$ cat config.mk
export PLATFORM = sky130hd
export DESIGN_NAME = sensor_fifo_sample_unpack_ring_top
export DESIGN_NICKNAME = d
export VERILOG_FILES = /design/src/sv/sfsu_pkg.sv /design/src/sv/sfsu_ram.sv /design/src/sv/sensor_fifo_sample_unpack_ring_top.sv
export SDC_FILE = /design/constraint.sdc
export NUM_CORES = 1
export LEC_CHECK = 0
export BUFFER_PORTS_ARGS = -buffer_cell sky130_fd_sc_hd__buf_2
export CAP_MARGIN = 25
export CELL_PAD_IN_SITES_DETAIL_PLACEMENT = 1
export CELL_PAD_IN_SITES_GLOBAL_PLACEMENT = 1
export CORE_MARGIN = 1
export CORE_UTILIZATION = 45
export DETAILED_ROUTE_END_ITERATION = 7
export PLACE_DENSITY_LB_ADDON = 0.1
export SETUP_SLACK_MARGIN = 0.02
export SYNTH_ARGS = -nofsm -noshare
export SYNTH_HDL_FRONTEND = slang
export SYNTH_SLANG_ARGS = --single-unit
$ cat constraint.sdc
create_clock -name clock -period 29.9 [get_ports clock]
set_clock_uncertainty 0.15 [all_clocks]
set_input_delay 4.485 -clock clock [delete_from_list [all_inputs] [get_ports clock]]
set_output_delay 4.485 -clock clock [all_outputs]
set_load 0.01 [all_outputs]
$ cat src/sv/sfsu_pkg.sv
// Shared types and constants for the sensor FIFO sample unpack ring.
package sfsu_pkg;

   localparam int VALUE_W            = 18;
   localparam int PARTIAL_W          = 10;
   localparam int DEFAULT_RING_DEPTH = 4;
   localparam int CSR_ADDR_W         = 3;
   localparam int CSR_DATA_W         = 32;

   localparam logic [1:0] ACTIVE_CH_RESET = 2'd2;
   localparam logic [1:0] PHASE_HIGH      = 2'd0;
   localparam logic [1:0] PHASE_MID       = 2'd1;
   localparam logic [1:0] PHASE_LOW       = 2'd2;
   localparam logic [1:0] CH_RED          = 2'd0;
   localparam logic [1:0] CH_IR           = 2'd1;
   localparam logic       CSR_IDX_ACTIVE  = 1'b0;

   typedef enum logic {
      OP_PUSH = 1'b0,
      OP_POP  = 1'b1
   } op_type;

   // per-store bit order: [0] red, [1] ir, [2] green
   typedef struct packed {
      logic                 pop_ok;
      logic                 done;
      logic [1:0]           unread;
      logic [2:0]           fwd;
      logic [VALUE_W-1:0]   fwd_value;
      logic [2:0]           new_vld;
      logic [2:0]           pop_vld;
   } s1_type;

endpackage

$ cat src/sv/sfsu_ram.sv
// Generic RAM: one write port, two registered read ports.
module sfsu_ram #(
   parameter int WIDTH  = 18,
   parameter int DEPTH  = 4,
   localparam int ADDR_W = (DEPTH > 1) ? $clog2(DEPTH) : 1
) (
   input  logic              clock,
   input  logic              wr_en,
   input  logic [ADDR_W-1:0] wr_addr,
   input  logic [WIDTH-1:0]  wr_data,
   input  logic              rd_en,
   input  logic [ADDR_W-1:0] rd_addr_a,
   input  logic [ADDR_W-1:0] rd_addr_b,
   output logic [WIDTH-1:0]  rd_data_a,
   output logic [WIDTH-1:0]  rd_data_b
);

   logic [WIDTH-1:0] mem_ff [DEPTH];
   logic [WIDTH-1:0] rd_a_ff;
   logic [WIDTH-1:0] rd_b_ff;

   always_ff @(posedge clock) begin
      if (wr_en) begin
         mem_ff[wr_addr] <= wr_data;
      end
      if (rd_en) begin
         rd_a_ff <= mem_ff[rd_addr_a];
         rd_b_ff <= mem_ff[rd_addr_b];
      end
   end

   assign rd_data_a = rd_a_ff;
   assign rd_data_b = rd_b_ff;

endmodule

$ cat src/sv/sensor_fifo_sample_unpack_ring_top.sv
// Sensor FIFO byte unpacker with a ring of red/IR/green samples.
//
// Input channel (req_): one transfer carries op and data_byte. A push assembles
// three bytes, most significant first, into an 18-bit channel value; red, IR
// and green values (active_channels of them) form one sample slot. A pop
// returns the oldest unread sample and advances the tail.
// Result channel (rsp_): exactly one transfer per accepted item, in order,
// with the newest slot, the popped sample, pop_ok, sample_done and the
// unread count after that item.
// Each result passes the read stage (sample RAM read) and then the output
// register before rsp_valid rises.
// Throughput: one item per cycle while the receiver does not stall, set by the
// write plus two-port read of the sample RAMs.
// When the receiver stalls, the output register and the RAM read stage fill,
// then req_stall rises; nothing is dropped.
// Reset clears indices, byte assembly and per-slot valid bits (unwritten slots
// read as zero); active_channels returns to 2 and lies at CSR byte address 0.
// The user must write it only while idle; the block does not enforce this.
module sensor_fifo_sample_unpack_ring_top
   import sfsu_pkg::*;
#(
   parameter int RING_DEPTH = DEFAULT_RING_DEPTH
) (
   input  logic                  clock,
   input  logic                  reset,
   input  logic                  req_valid,
   output logic                  req_stall,
   input  logic                  req_op,
   input  logic [7:0]            req_data_byte,
   output logic                  rsp_valid,
   input  logic                  rsp_stall,
   output logic [VALUE_W-1:0]    rsp_newest_red,
   output logic [VALUE_W-1:0]    rsp_newest_ir,
   output logic [VALUE_W-1:0]    rsp_newest_green,
   output logic [VALUE_W-1:0]    rsp_popped_red,
   output logic [VALUE_W-1:0]    rsp_popped_ir,
   output logic [VALUE_W-1:0]    rsp_popped_green,
   output logic                  rsp_pop_ok,
   output logic                  rsp_sample_done,
   output logic [1:0]            rsp_unread_count,
   input  logic                  csr_psel,
   input  logic                  csr_penable,
   input  logic                  csr_pwrite,
   input  logic [CSR_ADDR_W-1:0] csr_paddr,
   input  logic [CSR_DATA_W-1:0] csr_pwdata,
   output logic [CSR_DATA_W-1:0] csr_prdata,
   output logic                  csr_pready
);

   localparam int AW = (RING_DEPTH > 1) ? $clog2(RING_DEPTH) : 1;
   localparam logic [AW:0]   DEPTH_EXT = (AW+1)'(RING_DEPTH);
   localparam logic [AW-1:0] LAST_IDX  = AW'(RING_DEPTH - 1);

   function automatic logic [AW-1:0] ring_next(input logic [AW-1:0] i);
      return (i == LAST_IDX) ? '0 : i + AW'(1);
   endfunction

   // control state
   logic [1:0]            ac_ff, ac_in;
   logic [1:0]            phase_ff, phase_in;
   logic [1:0]            ch_ff, ch_in;
   logic [PARTIAL_W-1:0]  part_ff, part_in;
   logic [AW-1:0]         head_ff, head_in;
   logic [AW-1:0]         tail_ff, tail_in;
   logic [RING_DEPTH-1:0] vld_red_ff, vld_red_in;
   logic [RING_DEPTH-1:0] vld_ir_ff, vld_ir_in;
   logic [RING_DEPTH-1:0] vld_grn_ff, vld_grn_in;

   // read stage
   logic   s1_valid_ff, s1_valid_in;
   s1_type s1_ff, s1_in;

   // output register
   logic               rsp_valid_ff, rsp_valid_in;
   logic [VALUE_W-1:0] new_red_ff, new_ir_ff, new_grn_ff;
   logic [VALUE_W-1:0] pop_red_ff, pop_ir_ff, pop_grn_ff;
   logic               pop_ok_ff, done_ff;
   logic [1:0]         unread_ff;
   logic [VALUE_W-1:0] new_red, new_ir, new_grn;
   logic [VALUE_W-1:0] pop_red, pop_ir, pop_grn;

   logic               acc, s1_adv, csr_wr;
   logic [1:0]         chans, ch_next;
   logic [VALUE_W-1:0] value;
   logic               we_red, we_ir, we_grn, adv;
   logic [AW:0]        diff;

   logic [VALUE_W-1:0] red_a, red_b, ir_a, ir_b, grn_a, grn_b;

   assign s1_adv    = s1_valid_ff && (!rsp_valid_ff || !rsp_stall);
   assign req_stall = s1_valid_ff && !s1_adv;
   assign acc       = req_valid && !req_stall;

   assign csr_pready = 1'b1;
   assign csr_wr     = csr_psel && csr_penable && csr_pwrite && csr_pready;
   assign csr_prdata = (csr_paddr[2] == CSR_IDX_ACTIVE) ? CSR_DATA_W'(ac_ff) : '0;

   assign chans = (ac_ff == 2'd0) ? 2'd1 : ac_ff;
   assign value = {part_ff, req_data_byte};

   always_comb begin
      ac_in      = ac_ff;
      phase_in   = phase_ff;
      ch_in      = ch_ff;
      part_in    = part_ff;
      head_in    = head_ff;
      tail_in    = tail_ff;
      vld_red_in = vld_red_ff;
      vld_ir_in  = vld_ir_ff;
      vld_grn_in = vld_grn_ff;
      we_red     = 1'b0;
      we_ir      = 1'b0;
      we_grn     = 1'b0;
      adv        = 1'b0;
      diff       = '0;
      ch_next    = ch_ff + 2'd1;
      s1_in      = s1_ff;
      if (csr_wr && csr_paddr[2] == CSR_IDX_ACTIVE) begin
         ac_in = csr_pwdata[1:0];
      end
      if (acc) begin
         s1_in.pop_ok = 1'b0;
         s1_in.done   = 1'b0;
         if (op_type'(req_op) == OP_PUSH) begin
            case (phase_ff)
               PHASE_HIGH: begin
                  part_in  = {req_data_byte[1:0], 8'd0};
                  phase_in = PHASE_MID;
               end
               PHASE_MID: begin
                  part_in  = {part_ff[9:8], req_data_byte};
                  phase_in = PHASE_LOW;
               end
               default: begin
                  part_in  = '0;
                  phase_in = PHASE_HIGH;
                  case (ch_ff)
                     CH_RED: begin
                        adv     = 1'b1;
                        head_in = ring_next(head_ff);
                        if (ring_next(head_ff) == tail_ff) begin
                           tail_in = ring_next(tail_ff);
                        end
                        we_red = 1'b1;
                     end
                     CH_IR:   we_ir  = 1'b1;
                     default: we_grn = 1'b1;
                  endcase
                  if (ch_next >= chans || ch_next == 2'd0) begin
                     ch_in        = CH_RED;
                     s1_in.done   = 1'b1;
                  end else begin
                     ch_in = ch_next;
                  end
               end
            endcase
         end else if (head_ff != tail_ff) begin
            tail_in      = ring_next(tail_ff);
            s1_in.pop_ok = 1'b1;
         end
         if (we_red) vld_red_in[head_in] = 1'b1;
         if (we_ir)  vld_ir_in[head_in]  = 1'b1;
         if (we_grn) vld_grn_in[head_in] = 1'b1;
         diff = {1'b0, head_in} + ((head_in < tail_in) ? DEPTH_EXT : '0) - {1'b0, tail_in};
         s1_in.fwd       = {we_grn, we_ir, we_red};
         s1_in.fwd_value = value;
         s1_in.new_vld   = {vld_grn_ff[head_in], vld_ir_ff[head_in], vld_red_ff[head_in]};
         s1_in.pop_vld   = {vld_grn_ff[tail_in], vld_ir_ff[tail_in], vld_red_ff[tail_in]};
         s1_in.unread    = diff[1:0];
      end
   end

   assign s1_valid_in  = acc || (s1_valid_ff && !s1_adv);
   assign rsp_valid_in = s1_adv || (rsp_valid_ff && rsp_stall);

   sfsu_ram #(.WIDTH(VALUE_W), .DEPTH(RING_DEPTH)) u_red_ram (
      .clock(clock), .wr_en(we_red), .wr_addr(head_in), .wr_data(value),
      .rd_en(acc), .rd_addr_a(head_in), .rd_addr_b(tail_in),
      .rd_data_a(red_a), .rd_data_b(red_b)
   );

   sfsu_ram #(.WIDTH(VALUE_W), .DEPTH(RING_DEPTH)) u_ir_ram (
      .clock(clock), .wr_en(we_ir), .wr_addr(head_in), .wr_data(value),
      .rd_en(acc), .rd_addr_a(head_in), .rd_addr_b(tail_in),
      .rd_data_a(ir_a), .rd_data_b(ir_b)
   );

   sfsu_ram #(.WIDTH(VALUE_W), .DEPTH(RING_DEPTH)) u_grn_ram (
      .clock(clock), .wr_en(we_grn), .wr_addr(head_in), .wr_data(value),
      .rd_en(acc), .rd_addr_a(head_in), .rd_addr_b(tail_in),
      .rd_data_a(grn_a), .rd_data_b(grn_b)
   );

   // same-cycle write to the newest slot is forwarded past the RAM
   always_comb begin
      new_red = s1_ff.fwd[0] ? s1_ff.fwd_value : (s1_ff.new_vld[0] ? red_a : '0);
      new_ir  = s1_ff.fwd[1] ? s1_ff.fwd_value : (s1_ff.new_vld[1] ? ir_a : '0);
      new_grn = s1_ff.fwd[2] ? s1_ff.fwd_value : (s1_ff.new_vld[2] ? grn_a : '0);
      pop_red = (s1_ff.pop_ok && s1_ff.pop_vld[0]) ? red_b : '0;
      pop_ir  = (s1_ff.pop_ok && s1_ff.pop_vld[1]) ? ir_b : '0;
      pop_grn = (s1_ff.pop_ok && s1_ff.pop_vld[2]) ? grn_b : '0;
   end

   always_ff @(posedge clock) begin
      if (reset) begin
         ac_ff        <= ACTIVE_CH_RESET;
         phase_ff     <= PHASE_HIGH;
         ch_ff        <= CH_RED;
         part_ff      <= '0;
         head_ff      <= '0;
         tail_ff      <= '0;
         vld_red_ff   <= '0;
         vld_ir_ff    <= '0;
         vld_grn_ff   <= '0;
         s1_valid_ff  <= 1'b0;
         rsp_valid_ff <= 1'b0;
      end else begin
         ac_ff        <= ac_in;
         phase_ff     <= phase_in;
         ch_ff        <= ch_in;
         part_ff      <= part_in;
         head_ff      <= head_in;
         tail_ff      <= tail_in;
         vld_red_ff   <= vld_red_in;
         vld_ir_ff    <= vld_ir_in;
         vld_grn_ff   <= vld_grn_in;
         s1_valid_ff  <= s1_valid_in;
         rsp_valid_ff <= rsp_valid_in;
      end
   end

   always_ff @(posedge clock) begin
      s1_ff <= s1_in;
      if (s1_adv) begin
         new_red_ff <= new_red;
         new_ir_ff  <= new_ir;
         new_grn_ff <= new_grn;
         pop_red_ff <= pop_red;
         pop_ir_ff  <= pop_ir;
         pop_grn_ff <= pop_grn;
         pop_ok_ff  <= s1_ff.pop_ok;
         done_ff    <= s1_ff.done;
         unread_ff  <= s1_ff.unread;
      end
   end

   assign rsp_valid        = rsp_valid_ff;
   assign rsp_newest_red   = new_red_ff;
   assign rsp_newest_ir    = new_ir_ff;
   assign rsp_newest_green = new_grn_ff;
   assign rsp_popped_red   = pop_red_ff;
   assign rsp_popped_ir    = pop_ir_ff;
   assign rsp_popped_green = pop_grn_ff;
   assign rsp_pop_ok       = pop_ok_ff;
   assign rsp_sample_done  = done_ff;
   assign rsp_unread_count = unread_ff;

   a_done_pop_excl: assert property (@(posedge clock) disable iff (reset)
      rsp_valid |-> !(rsp_pop_ok && rsp_sample_done))
      else $error("sample_done and pop_ok both set");

   a_empty_pop_zero: assert property (@(posedge clock) disable iff (reset)
      (rsp_valid && !rsp_pop_ok) |->
         (rsp_popped_red == '0 && rsp_popped_ir == '0 && rsp_popped_green == '0))
      else $error("popped fields nonzero without pop_ok");

   a_head_not_tail: assert property (@(posedge clock) disable iff (reset)
      (acc && adv) |=> (head_ff != tail_ff))
      else $error("ring head landed on tail after red write");

   a_empty_pop_hold: assert property (@(posedge clock) disable iff (reset)
      (acc && op_type'(req_op) == OP_POP && head_ff == tail_ff) |=>
         (tail_ff == $past(tail_ff) && head_ff == $past(head_ff)))
      else $error("pop of empty ring moved an index");

   a_stall_needs_full: assert property (@(posedge clock) disable iff (reset)
      req_stall |-> (rsp_valid_ff && s1_valid_ff))
      else $error("input stalled with free pipeline stage");

endmodule
== After elaboration in Yosys (flattened, before gate mapping) ==
Memories as Yosys holds them, arrays and structs flattened. A register that Yosys moved wholly into a read port is not among the register bits.
Index checks and enable logic that the tools add are counted.
Storage, ports and cells
  flip-flop bits (word level): 177
  memories: 3
  memory bits (writable): 216
Memories
  u_grn_ram.mem_ff: depth 4, width 18, rd ports 2, clocked after memory_dff 2, write ports 1, line sfsu_ram.sv:18  | logic [WIDTH-1:0] mem_ff [DEPTH];
  u_ir_ram.mem_ff: depth 4, width 18, rd ports 2, clocked after memory_dff 2, write ports 1, line sfsu_ram.sv:18
  u_red_ram.mem_ff: depth 4, width 18, rd ports 2, clocked after memory_dff 2, write ports 1, line sfsu_ram.sv:18
Cells by class
  reductions and logical operators: 32
  bitwise logic cells: 7
  equality and inequality tests: 6
  multiplexer cells: 62
  $add $sub $neg: 5
  magnitude comparators: 4
Operators with widths (count)
  $mux 18: 6
  $mux 2: 17
  $mux 1: 30
  $pmux 10 s2: 1
  $bmux 1 s2: 6
  $or 4x4->4: 3
  $logic_and 1x1->1: 11
  $logic_not 2->1: 4
  $reduce_and 2->1: 4
  $add 2x1->2 const B: 3
  $lt 2x3->1 const B: 2
  $reduce_and 3->1: 2
  $eq 2x1->1 const B: 2
  $eq 2x2->1 const B: 2
  $logic_not 1->1: 4
  $logic_or 1x1->1: 4
  $not 1->1: 4
  $pmux 2 s2: 1
  $reduce_or 2->1: 2
  $reduce_or 3->1: 1
  $add 2x2->2 const B: 1
  $demux 1 s2: 1
  $eq 2x2->1: 1
  $ge 2x1->1 const B: 1
  3 further kinds: 3

== Depth between registers and ports, before layout ==
Gate-level depths: netlist of the first run.
  depth in word-level cells: 13
  mapped depth: 10

== By module ==
A second synthesis of the first run with hierarchy kept.
Unflattened totals
  cell total of the unflattened synthesis: 998
  area total of the unflattened synthesis: 19994.2 µm²
By module, submodules not included
  sfsu_ram: seq. area each 3243.1 µm², area an instance 4227.8 µm², cells an instance 156, times used 3
  sensor_fifo_sample_unpack_ring_top: seq. area each 4974.8 µm², area an instance 7310.8 µm², cells an instance 530, times used 1

== Worst setup path after synthesis of the first run ==
OpenSTA, ideal clock, no wires.
  path kind: input to register
  from: input rsp_stall
  to: register new_grn_ff[0], in the netlist rsp_newest_green[0] (enable)
  data required time: 28.996 ns
  path buffers: 0
  cell stages on the path: 1
  setup slack: 16.440 ns
  arrival: 12.556 ns
  path through: a21boi_0
On the way
  word-level cells in the longest chain between the ends: 3
RTL lines
  from (decl): line sensor_fifo_sample_unpack_ring_top.sv:31  | input logic rsp_stall,
  $logic_not 1->1: line sensor_fifo_sample_unpack_ring_top.sv:90  | assign s1_adv = s1_valid_ff && (!rsp_valid_ff || !rsp_stall);
  $logic_or 1x1->1: line sensor_fifo_sample_unpack_ring_top.sv:90
  $logic_and 1x1->1: line sensor_fifo_sample_unpack_ring_top.sv:90
  to (signal assigned): line sensor_fifo_sample_unpack_ring_top.sv:237  | new_grn_ff <= new_grn;
  to (decl): line sensor_fifo_sample_unpack_ring_top.sv:75  | logic [VALUE_W-1:0] new_red_ff, new_ir_ff, new_grn_ff;
Every way passes these cells.
A chain may end at the register's enable or synchronous reset.

== Worst setup path in the final report of the first run ==
  from: input rsp_stall
  to: output req_stall
On the way
  word-level cells in the longest chain between the ends: 5
RTL lines
  $logic_not 1->1: line sensor_fifo_sample_unpack_ring_top.sv:90
  $logic_or 1x1->1: line sensor_fifo_sample_unpack_ring_top.sv:90
  $logic_and 1x1->1: line sensor_fifo_sample_unpack_ring_top.sv:90
  $logic_not 1->1: line sensor_fifo_sample_unpack_ring_top.sv:91  | assign req_stall = s1_valid_ff && !s1_adv;
  $logic_and 1x1->1: line sensor_fifo_sample_unpack_ring_top.sv:91
  to (decl): line sensor_fifo_sample_unpack_ring_top.sv:27  | output logic req_stall,
Every way passes these cells.

==> impl_metrics.py, run 1 <==
metrics = {
    "clock_network": {
        "clkTransAtPathRegs_ps": 60,
        "cts_hold_buf": 0,
        "cts_resized": 0,
        "post_cts_buffers": 0,
        "cts_max_path_buffers": 3,
        "root_buffer": "clkbuf_16",
        "clk_latency_ps": 600,
        "cts_htree_levels": 2,
        "cts_num_sinks": 501,
        "tritoncts": "done",
        "cts_buffers": 52,
    },
    "detailed_routing": {
        "drc": 0,
        "wl_microns": 48400,
        "wl_per_cell_microns": 26.9,
        "avgViaCountPerCell": 5.65,
        "detail_route.iter0.violations": 712,
        "vias": 10200,
        "ant_nets": 0,
        "drtPass1Iterations": 5,
    },
    "yosys": {
        "ys.warnings.count": 0,
        "seq_area_frac_synth_pct": 74.0,
        "synthCells": 1020,
        "synth-edff-count": 467,
        "synth_area_sq_um": 19900,
        "ys_async_sr_fraction_pct": 0,
        "netlist-cell-type-count": 54,
        "synth.avg_cell_area_sq_um": 19.5,
        "ys_seq_elements": 501,
        "ys.flop_type": "edfxtp_1",
    },
    "floorplan": {
        "ios": 198,
        "dieArea_sq_um": 45000,
        "start_util_pct": 45.9,
        "core_area_sq_um": 43300,
        "die_w_microns": 212,
        "die_h_microns": 212,
        "rows": 76,
    },
    "finish": {
        "syn_to_final_growth_pct": 14.7,
        "antenna_cells": 0,
        "final_cell_count_no_fill": 1800,
        "drive_gt1_share_pct": 30.5,
        "fin_nets": 1232,
    },
    "sta": {
        "drv_slew": 0,
        "final.setup.tns_ps": 0,
        "min_period_ps": 9940,
        "period_share_pct": 33.2,
        "setup_violations": 0,
        "finalHoldViolCount": 0,
        "slew_headroom_pct": 26.9,
        "grt_setup_unrepaired": "false",
        "worst_pin_slew_ps": 1090,
        "fmax_ghz": 0.101,
    },
    "global_routing": {
        "grt_pass1_vias": 10400,
        "met2_usage_pct": 36.5,
        "met3_usage_pct": 3.68,
        "grt_util_met1_pct": 30.7,
        "top_usage_layer": "met2",
        "antenna_found_initial": 2,
        "grt_max_degree": 73,
        "grt_overflow": 0,
        "grt_pass1_wl_microns": 70700,
        "grt_use_total_pct": 22.2,
    },
    "critical_path": {
        "critPathArrivalTime_ps": 5300,
        "critPathLaunchType": "primary input",
        "endpoint_kind": "output port",
        "critical_path_class": "in -> out",
        "required_ps": 25270,
        "worstPathMaxFanout": 8,
        "timing.reg2reg.setup_slack_ps": 25710,
    },
    "min_path": {
        "hold_path.class": "reg -> reg",
    },
    "power": {
        "powerDensity_nw_per_um2": 67.5,
        "p_switching_mw": 0.333,
        "p_sw_share_pct": 21.6,
        "ir_drop_v": 0.0000387,
        "p_int_mw": 1.21,
        "p_comb_share_pct": 5.7,
        "power_frac_clock_pct": 42.2,
        "power.leakage_nw": 8.26,
        "sequentialPowerShare_pct": 52.1,
    },
    "run": {
        "drv_cap": 0,
    },
    "placed_design": {
        "dpl.hpwl_microns": 29500,
        "gp_congestion": 0.751,
        "dp.cells": 1703,
        "io_buffers": 134,
    },
    "status": {
        "outcome": "complete, no violations",
    },
}
[metrics by stage]
| stage | hold slack [ps] | utilization, % | setup slack, ps | total power, mW | cell area, sq um |
|---|---|---|---|---|---|
| 4_1_cts | 277 | 52.6 | 19970 | 1.55 | 22800 |
| 3_5_place_dp | 261 | 48.7 | 19980 | 0.906 | 21100 |
| 5_1_grt | 279 | 52.7 | 19920 | 1.58 | 22800 |
| 3_3_place_gp | 262 | 48.7 | 20000 | 0.904 | 21100 |
| 6_report | 272 | 52.7 | 19960 | 1.54 | 22800 |
| 2_1_floorplan | 250 | - | 16440 | 0.878 | 20000 |
[worst max-delay path: stages]
cell and delay (ps):
buf_2 120, nand3_1 300, inv_1 230, buf_2 160
[area by class of cell]
class / instances / area [sq um]
Clock buffer: 67 / 1410
Clock inverter: 29 / 298
Fill cell: 3937 / 20500
Inverter: 11 / 46.3
Multi-Input combinational cell: 448 / 4740
Sequential cell: 501 / 14700
Tap cell: 585 / 732
Timing Repair Buffer: 159 / 863
[state kept, by name (all words and copies together) (netlist names), 31 cells and up]
| name | cells |
|---|---|
| u_red_ram.mem_ff | 72 |
| u_grn_ram.mem_ff | 72 |
| u_ir_ram.mem_ff | 72 |
| s1_ff | 31 |
[kinds of logic (layout without fill, tap and decap cells)]
kind of cell,count (synthesis),count (layout),synth area share (%)
other cells,2,31,0.0378
fa+ha+maj,8,8,0.504
mux,126,126,13.2
buf+inv,100,266,3.09
xor+xnor,6,6,0.302
flops,501,501,74.0
compound gates,109,109,4.23
simple gates,168,168,4.58
[path summary, 6_finish.rpt]
check,start,to,depth (start not counted)
setup reg to reg,rsp_valid$_SDFF_PP0_,u_ir_ram.rd_data_b[9]$_DFFE_PN_,7
setup / recovery,rsp_stall,req_stall,4
hold reg to reg,s1_ff[28]$_DFFE_PN_,rsp_unread_count[1]$_DFFE_PP_,0
hold / removal,s1_ff[28]$_DFFE_PN_,rsp_unread_count[1]$_DFFE_PP_,0
[power groups by stage]
stage               sequential, mW  clock (mW)  combinational (mW)
floorplan                    0.815           0              0.0631
global placement             0.816           0              0.0880
detailed placement           0.817           0              0.0892
CTS                          0.802       0.662              0.0894
global route                 0.803       0.686              0.0947
finish                       0.802       0.649              0.0873
[cell usage in the layout, fill, tap and decap left out, types with 2 or more instances in the layout]
master and count:
nor3_1 7, o21ba_1 2, buf_4 23, inv_1 10, nand3b_1 2, mux2_2 2, clkinvlp_4 2, mux2i_1 14
bufinv_16 6, clkbuf_1 12, nor2b_2 3, nand2b_1 4, o21ai_0 3, dfxtp_1 34, nand3_1 14, a22o_1 51
and2_1 3, nor2_1 30, clkbuf_16 54, a31oi_1 9, nor2b_1 6, conb_1 31, buf_2 135, nor3_2 10
ha_1 8, and3_1 54, xnor2_1 5, a21o_1 2, nand2_1 25, edfxtp_1 467, or3_1 2, a21oi_1 25
o21ai_1 2, clkinv_1 11, mux4_2 108, clkinv_2 9, a211oi_1 4
[synthesized netlist by cell type, drive strengths merged, types with 2 or more instances]
cell type | count | area (sq um)
a211oi | 4 | 30.0
a21boi | 2 | 15.0
a21o | 3 | 22.5
a21oi | 25 | 125
a22o | 51 | 447
a31oi | 10 | 77.6
and2 | 3 | 18.8
and3 | 54 | 338
buf | 55 | 445
clkbuf | 34 | 128
conb | 2 | 7.51
dfxtp | 34 | 681
edfxtp | 467 | 14000
ha | 8 | 100
inv | 11 | 41.3
mux2 | 2 | 22.5
mux2i | 16 | 176
mux4 | 108 | 2430
nand2 | 25 | 93.8
nand2b | 4 | 25.0
nand3 | 14 | 70.1
nand3b | 3 | 26.3
nand4 | 2 | 18.8
nor2 | 31 | 133
nor2b | 9 | 56.3
nor3 | 18 | 95.1
o21ai | 6 | 33.8
o21ba | 2 | 20.0
or3 | 2 | 12.5
xnor2 | 5 | 43.8
[routing by layer]
metal / vias to the layer above / part of all wire [%]
met3: 49 / 6.1
met5: - / 0
li1: 4401 / -
met1: 5419 / 43
met2: 307 / 50
met4: 0 / 1.6
Note: power is estimated with default switching activity, not from simulation.
==> run 2, diff against run 1 <==
- ABC_AREA: default -> 1
- CORE_UTILIZATION: 45 -> 43
- clock period: 29.9 -> 9 ns (I/O delays scaled with it)
==> run 2 against run 1 <==
Die area rose by 12%; worst setup slack got worse by 15000 ps; clock power rose to 3.4 times the previous value; count of clock-buffer cells in the layout is 6 lower; synthesized cell count increased by 87%; first-iteration DRC count increased by 44%; sequential cell count did not move; critical path type is now in -> reg; core utilization down 3.2 points; non-clock buffer count is 2 higher; hold slack better by 0.66 ps; via count up 42%; cell area up 6.1%.
==> impl_metrics.py, run 2 <==
metrics = {
    "placed_design": {
        "dpl.hpwl_microns": 36300,
        "gp_congestion": 0.810,
        "io_buffers": 134,
    },
    "power": {
        "ir_drop_v": 0.000120,
        "powerDensity_nw_per_um2": 221,
        "power.leakage_nw": 10.0,
    },
    "sta": {
        "final.setup.tns_ps": 0,
        "fmax_ghz": 0.226,
        "min_period_ps": 4420,
        "finalHoldViolCount": 0,
        "period_share_pct": 49.1,
        "grt_setup_unrepaired": "false",
        "setup_violations": 0,
        "drv_slew": 0,
        "slew_headroom_pct": 33.4,
        "worst_pin_slew_ps": 999,
    },
    "critical_path": {
        "critPathArrivalTime_ps": 4630,
        "required_ps": 9210,
        "critPathLaunchType": "primary input",
        "endpoint_kind": "flop",
        "critical_path_class": "in -> reg",
        "worstPathMaxFanout": 76,
    },
    "yosys": {
        "seq_area_frac_synth_pct": 69.1,
        "synth_top_area_share_pct": 65.9,
        "synth_top_family_by_area": "simple AND/OR/NAND/NOR gates",
        "synthAdderAreaFrac_pct": 0.470,
        "synth_mux_area_share_pct": 0,
        "ys_async_sr_fraction_pct": 0,
        "yosys.area_share.simple_pct": 16.0,
        "yosysTopAreaCell": "edfxtp_1",
        "synthCells": 1912,
        "yosysMostFrequentCell": "edfxtp_1",
        "synth.avg_cell_area_sq_um": 11.1,
        "netlist-cell-type-count": 36,
        "ys.warnings.count": 0,
        "ys_seq_elements": 501,
        "ys.flop_type": "edfxtp_1",
        "synth-xor-area-share_pct": 0.0823,
        "synth_compound_area_share_pct": 5.03,
        "synth_common_cells": "edfxtp_1 (467), nand2_1 (395), inv_1 (323)",
        "synth_area_sq_um": 21300,
        "synth-edff-count": 467,
        "synth_area_leaders": "edfxtp_1 (66%), nand2_1 (7.0%), nand3_1 (6.7%)",
    },
    "detailed_routing": {
        "ant_nets": 0,
        "wl_per_cell_microns": 22.0,
        "avgViaCountPerCell": 5.25,
        "vias": 14400,
        "drc": 0,
        "detail_route.iter0.violations": 1024,
        "drtPass1Iterations": 5,
        "wl_microns": 60500,
    },
    "run": {
        "drv_cap": 0,
    },
    "min_path": {
        "hold_path.class": "reg -> reg",
    },
    "clock_network": {
        "post_cts_buffers": 0,
        "tritoncts": "done",
        "cts_htree_levels": 2,
        "root_buffer": "clkbuf_16",
        "cts_num_sinks": 501,
        "cts_hold_buf": 0,
        "cts_max_path_buffers": 3,
        "cts_resized": 0,
        "cts_buffers": 53,
        "clk_latency_ps": 610,
        "clkTransAtPathRegs_ps": 60,
    },
    "finish": {
        "top_regs": "u_grn_ram.mem_ff: 72 flops, u_ir_ram.mem_ff: 72 flops, u_red_ram.mem_ff: 72 flops",
        "layout_commonest_cell": "edfxtp_1",
        "final_core_utilization_pct": 49.5,
        "final_cell_mix": "edfxtp_1 (467), nand2_1 (394), inv_1 (323)",
        "n_fill_cell": 5309,
        "drive_gt1_share_pct": 13.1,
        "syn_to_final_growth_pct": 13.7,
        "fin_nets": 2096,
        "antenna_cells": 0,
    },
    "global_routing": {
        "antenna_found_initial": 1,
        "grt_use_total_pct": 24.5,
        "grt_max_degree": 77,
        "grt_pass1_wl_microns": 90800,
        "grt_overflow": 0,
        "grt_pass1_vias": 14900,
    },
    "floorplan": {
        "die_w_microns": 224,
        "die_h_microns": 224,
        "dieArea_sq_um": 50400,
        "rows": 81,
        "core_area_sq_um": 48800,
        "start_util_pct": 43.6,
        "ios": 198,
    },
    "status": {
        "outcome": "complete, no violations",
    },
}
==> run 2: cell families (layout without fill, tap and decap cells) <==
family	count (synthesis)	after routing
adder cells (fa/ha/maj)	8	8
AND/OR/NAND/NOR	786	786
other	2	31
buffers and inverters	453	594
AO/OA/AOI/OAI	160	160
flip-flops	501	501
XOR/XNOR	2	2
==> run 2: where the power goes <==
part	switching (mW)	internal, mW
Clock	0.914	1.27
Sequential	0.0413	2.67
Combinational	0.343	0.118
Total	1.30	4.05
==> run 2: layout make-up <==
type                       count  area, sq um  share of cell area [%]
tap                          664          831                    3.44
inverter                     333         1250                    5.19
multi-input combinational    987         4740                    19.6
sequential                   501        14700                    60.8
clock buffer                  61         1420                    5.87
clock inverter                39          319                    1.32
timing repair buffer         161          913                    3.78
==> run 2: worst max-delay path: stages <==
cell and delay [ps]:
buf_2 130, nand3_1 100, nand2_2 200, inv_6 660, nand3_4 590, nand2_4 330, buf_4 540, buf_16 310
nand2_1 90, nand3_1 90, nand2_1 80
==> run 2: final timing paths <==
| path | from | end | slack, ps | cells after the start |
|---|---|---|---|---|
| worst min register to register | s1_ff[28]$_DFFE_PN_ | rsp_unread_count[1]$_DFFE_PP_ | 270 | 0 |
| worst max register to register | rsp_valid$_SDFF_PP0_ | u_red_ram.rd_data_b[11]$_DFFE_PN_ | 5060 | 10 |
| worst max-delay path | rsp_stall | u_red_ram.rd_data_b[11]$_DFFE_PN_ | 4580 | 11 |
| worst min-delay path | s1_ff[28]$_DFFE_PN_ | rsp_unread_count[1]$_DFFE_PP_ | 270 | 0 |
==> run 2: per-stage QoR <==
step	total power, mW	area [sq um]	hold slack, ps	instances	setup slack, ps
floorplan	3.05	21400	250	1941	1600
global placement	3.21	22400	258	2644	3770
detailed placement	3.22	22400	256	2646	3900
CTS	5.40	24200	270	2746	4540
global route	5.52	24200	276	2746	4310
finish	5.35	24200	272	2746	4580
==> run 2: metal layers <==
layer  wire (microns)  track usage (%)  up-vias  part of all wire [%]
met5                0                0        -                     0
met1            26600             32.6     7224                    44
met2            29200             41.5      429                    48
met3             2990             3.00      129                   4.9
met4             1750             8.40        0                   2.9
li1                 -                -     6626                     -
==> run 3, diff against run 2 <==
- CORE_UTILIZATION: 43 -> 45
- clock period: 9 -> 4.5 ns (I/O delays scaled with it)
==> run 3 against run 2 <==
Register-to-register slack got worse by 3700 ps; sequential power increased by 100%; wire length increased by 2.3%; hold slack got worse by 130 ps; cell area decreased by 0.45%; non-clock buffer count increased by 5; critical path depth increased by 3; sequential share of layout area increased by 0.27 points; die area decreased by 4.4%; worst setup slack got worse by 3200 ps; critical path type is now reg -> reg; critical endpoint is now u_ir_ram.rd_data_b[4]$_DFFE_PN_.
==> impl_metrics.py, run 3 (synthesis results as in run 2) <==
metrics = {
    "run": {
        "drv_cap": 0,
    },
    "sta": {
        "setup_violations": 0,
        "fmax_ghz": 0.319,
        "slew_headroom_pct": 30.3,
        "finalHoldViolCount": 0,
        "drv_slew": 0,
        "min_period_ps": 3140,
        "period_share_pct": 69.7,
        "grt_setup_unrepaired": "false",
        "worst_pin_slew_ps": 1050,
        "layout_setup_ws_ps": 1360,
        "final.setup.tns_ps": 0,
    },
    "global_routing": {
        "antenna_found_initial": 0,
        "grt_pass1_wl_microns": 91200,
        "grt_overflow": 0,
        "grt_pass1_vias": 14900,
        "grt_max_degree": 110,
        "grt_use_total_pct": 26.0,
    },
    "placed_design": {
        "dpl-instance-area_sq_um": 22400,
        "io_buffers": 134,
        "gp_congestion": 0.786,
        "dpl.hpwl_microns": 37800,
        "place_ws_ps": 1070,
    },
    "floorplan": {
        "dieArea_sq_um": 48200,
        "start_util_pct": 45.7,
        "die_w_microns": 219,
        "ios": 198,
        "core_area_sq_um": 46600,
        "rows": 79,
        "die_h_microns": 219,
    },
    "finish": {
        "fin_nets": 2101,
        "finalInstanceArea_sq_um": 24100,
        "drive_gt1_share_pct": 12.8,
        "top_regs": "u_grn_ram.mem_ff: 72 flops, u_ir_ram.mem_ff: 72 flops, u_red_ram.mem_ff: 72 flops",
        "multi_input_area_sq_um": 4740,
        "syn_to_final_growth_pct": 13.2,
        "layout_commonest_cell": "edfxtp_1",
        "final_cell_mix": "edfxtp_1 (467), nand2_1 (394), inv_1 (323)",
        "n_fill_cell": 4939,
        "regArea_sq_um": 14700,
    },
    "detailed_routing": {
        "drtPass1Iterations": 5,
        "wl_per_cell_microns": 23.1,
        "vias": 14700,
        "ant_nets": 0,
        "wl_microns": 61900,
        "avgViaCountPerCell": 5.46,
        "drc": 0,
        "detail_route.iter0.violations": 958,
    },
    "min_path": {
        "hold_path.class": "in -> reg",
    },
    "power": {
        "ir_drop_v": 0.000271,
        "power.leakage_nw": 10.0,
        "powerDensity_nw_per_um2": 438,
        "totalPowerFinal_mw": 10.5,
    },
    "clock_network": {
        "post_cts_buffers": 0,
        "clkTransAtPathRegs_ps": 60,
        "cts_num_sinks": 501,
        "cts_resized": 0,
        "cts_htree_levels": 2,
        "tritoncts": "done",
        "root_buffer": "clkbuf_16",
        "cts_hold_buf": 0,
        "cts_buffers": 53,
        "cts_max_path_buffers": 3,
        "clk_latency_ps": 600,
    },
    "critical_path": {
        "regToRegStartpoint": "ch_ff[0]$_SDFFE_PP0P_",
        "timing.reg2reg.setup_slack_ps": 1360,
        "critPathLaunch": "ch_ff[0]$_SDFFE_PP0P_",
        "critPathArrivalTime_ps": 3430,
        "required_ps": 4790,
        "worstPathMaxFanout": 55,
        "critical_path_class": "reg -> reg",
        "endpoint_kind": "flop",
        "critPathLaunchType": "flop",
        "r2r_end": "u_ir_ram.rd_data_b[4]$_DFFE_PN_",
        "r2r_cells": 14,
        "endpoint": "u_ir_ram.rd_data_b[4]$_DFFE_PN_",
    },
    "status": {
        "outcome": "complete, no violations",
    },
}
run 3: cell count changes in the layout (fill, tap and decap cells not counted), sizes merged:
cell and change:
buf +5, bufinv -2, clkbuf +3, clkinv -7, diode +1, clkinvlp -3
run 3: worst min-delay path by stage:
stage / startpoint / to / slack [ps] / cells after the start
2_1_floorplan: s1_ff[29]$_SDFFCE_PP0N_ / rsp_sample_done$_DFFE_PP_ / 250 / 0
3_5_place_dp: s1_ff[29]$_SDFFCE_PP0N_ / rsp_sample_done$_DFFE_PP_ / 270 / 0
5_1_grt: csr_pwdata[1] / ac_ff[1]$_SDFFE_PP1P_ / 150 / 3
3_3_place_gp: s1_ff[27]$_DFFE_PN_ / rsp_unread_count[0]$_DFFE_PP_ / 260 / 0
6_report: csr_pwdata[1] / ac_ff[1]$_SDFFE_PP1P_ / 150 / 3
4_1_cts: csr_pwdata[1] / ac_ff[1]$_SDFFE_PP1P_ / 120 / 3
run 3: per-layer routing:
metal	up-vias	global-route usage (%)	share of wire, %	routed length (microns)
met2	448	44.6	50	30900
met4	0	8.66	3.3	2010
met5	-	0	0	0
met1	7461	34.0	42	25800
met3	137	3.47	5.2	3240
li1	6632	-	-	-
run 3: layout make-up:
| class | instances | share of cell area [%] |
|---|---|---|
| flip-flops and latches | 501 | 61.1 |
| clock inverters | 27 | 0.863 |
| diodes | 1 | 0.0104 |
| inverters | 333 | 5.21 |
| clock buffers | 64 | 5.86 |
| well taps | 607 | 3.15 |
| multi-input cells | 987 | 19.7 |
| repair buffers | 166 | 4.15 |
run 3: through the flow:
| stage | hold slack, ps | util, % | std cells |
|---|---|---|---|
| floorplan | 250 | - | 1941 |
| global placement | 259 | 48.1 | 2592 |
| detailed placement | 273 | 48.1 | 2592 |
| CTS | 123 | 51.6 | 2683 |
| global route | 146 | 51.7 | 2685 |
| finish | 145 | 51.7 | 2686 |
run 3: worst max-delay path: stages (launching register included):
cell and delay, ps:
dfxtp_1 410, inv_1 80, ha_1 220, nand2_1 140, inv_2 70, nand2_1 80
inv_1 60, nand3_1 70, nand3_1 140, nand2_4 160, nand2_1 70, nand2_2 80
buf_4 740, nand3_1 230, nand2_1 220
run 3: power breakdown:
part	switching [mW]	internal [mW]	total [mW]
logic	0.700	0.246	0.946
registers	0.0899	5.34	5.43
clock network	1.79	2.38	4.17
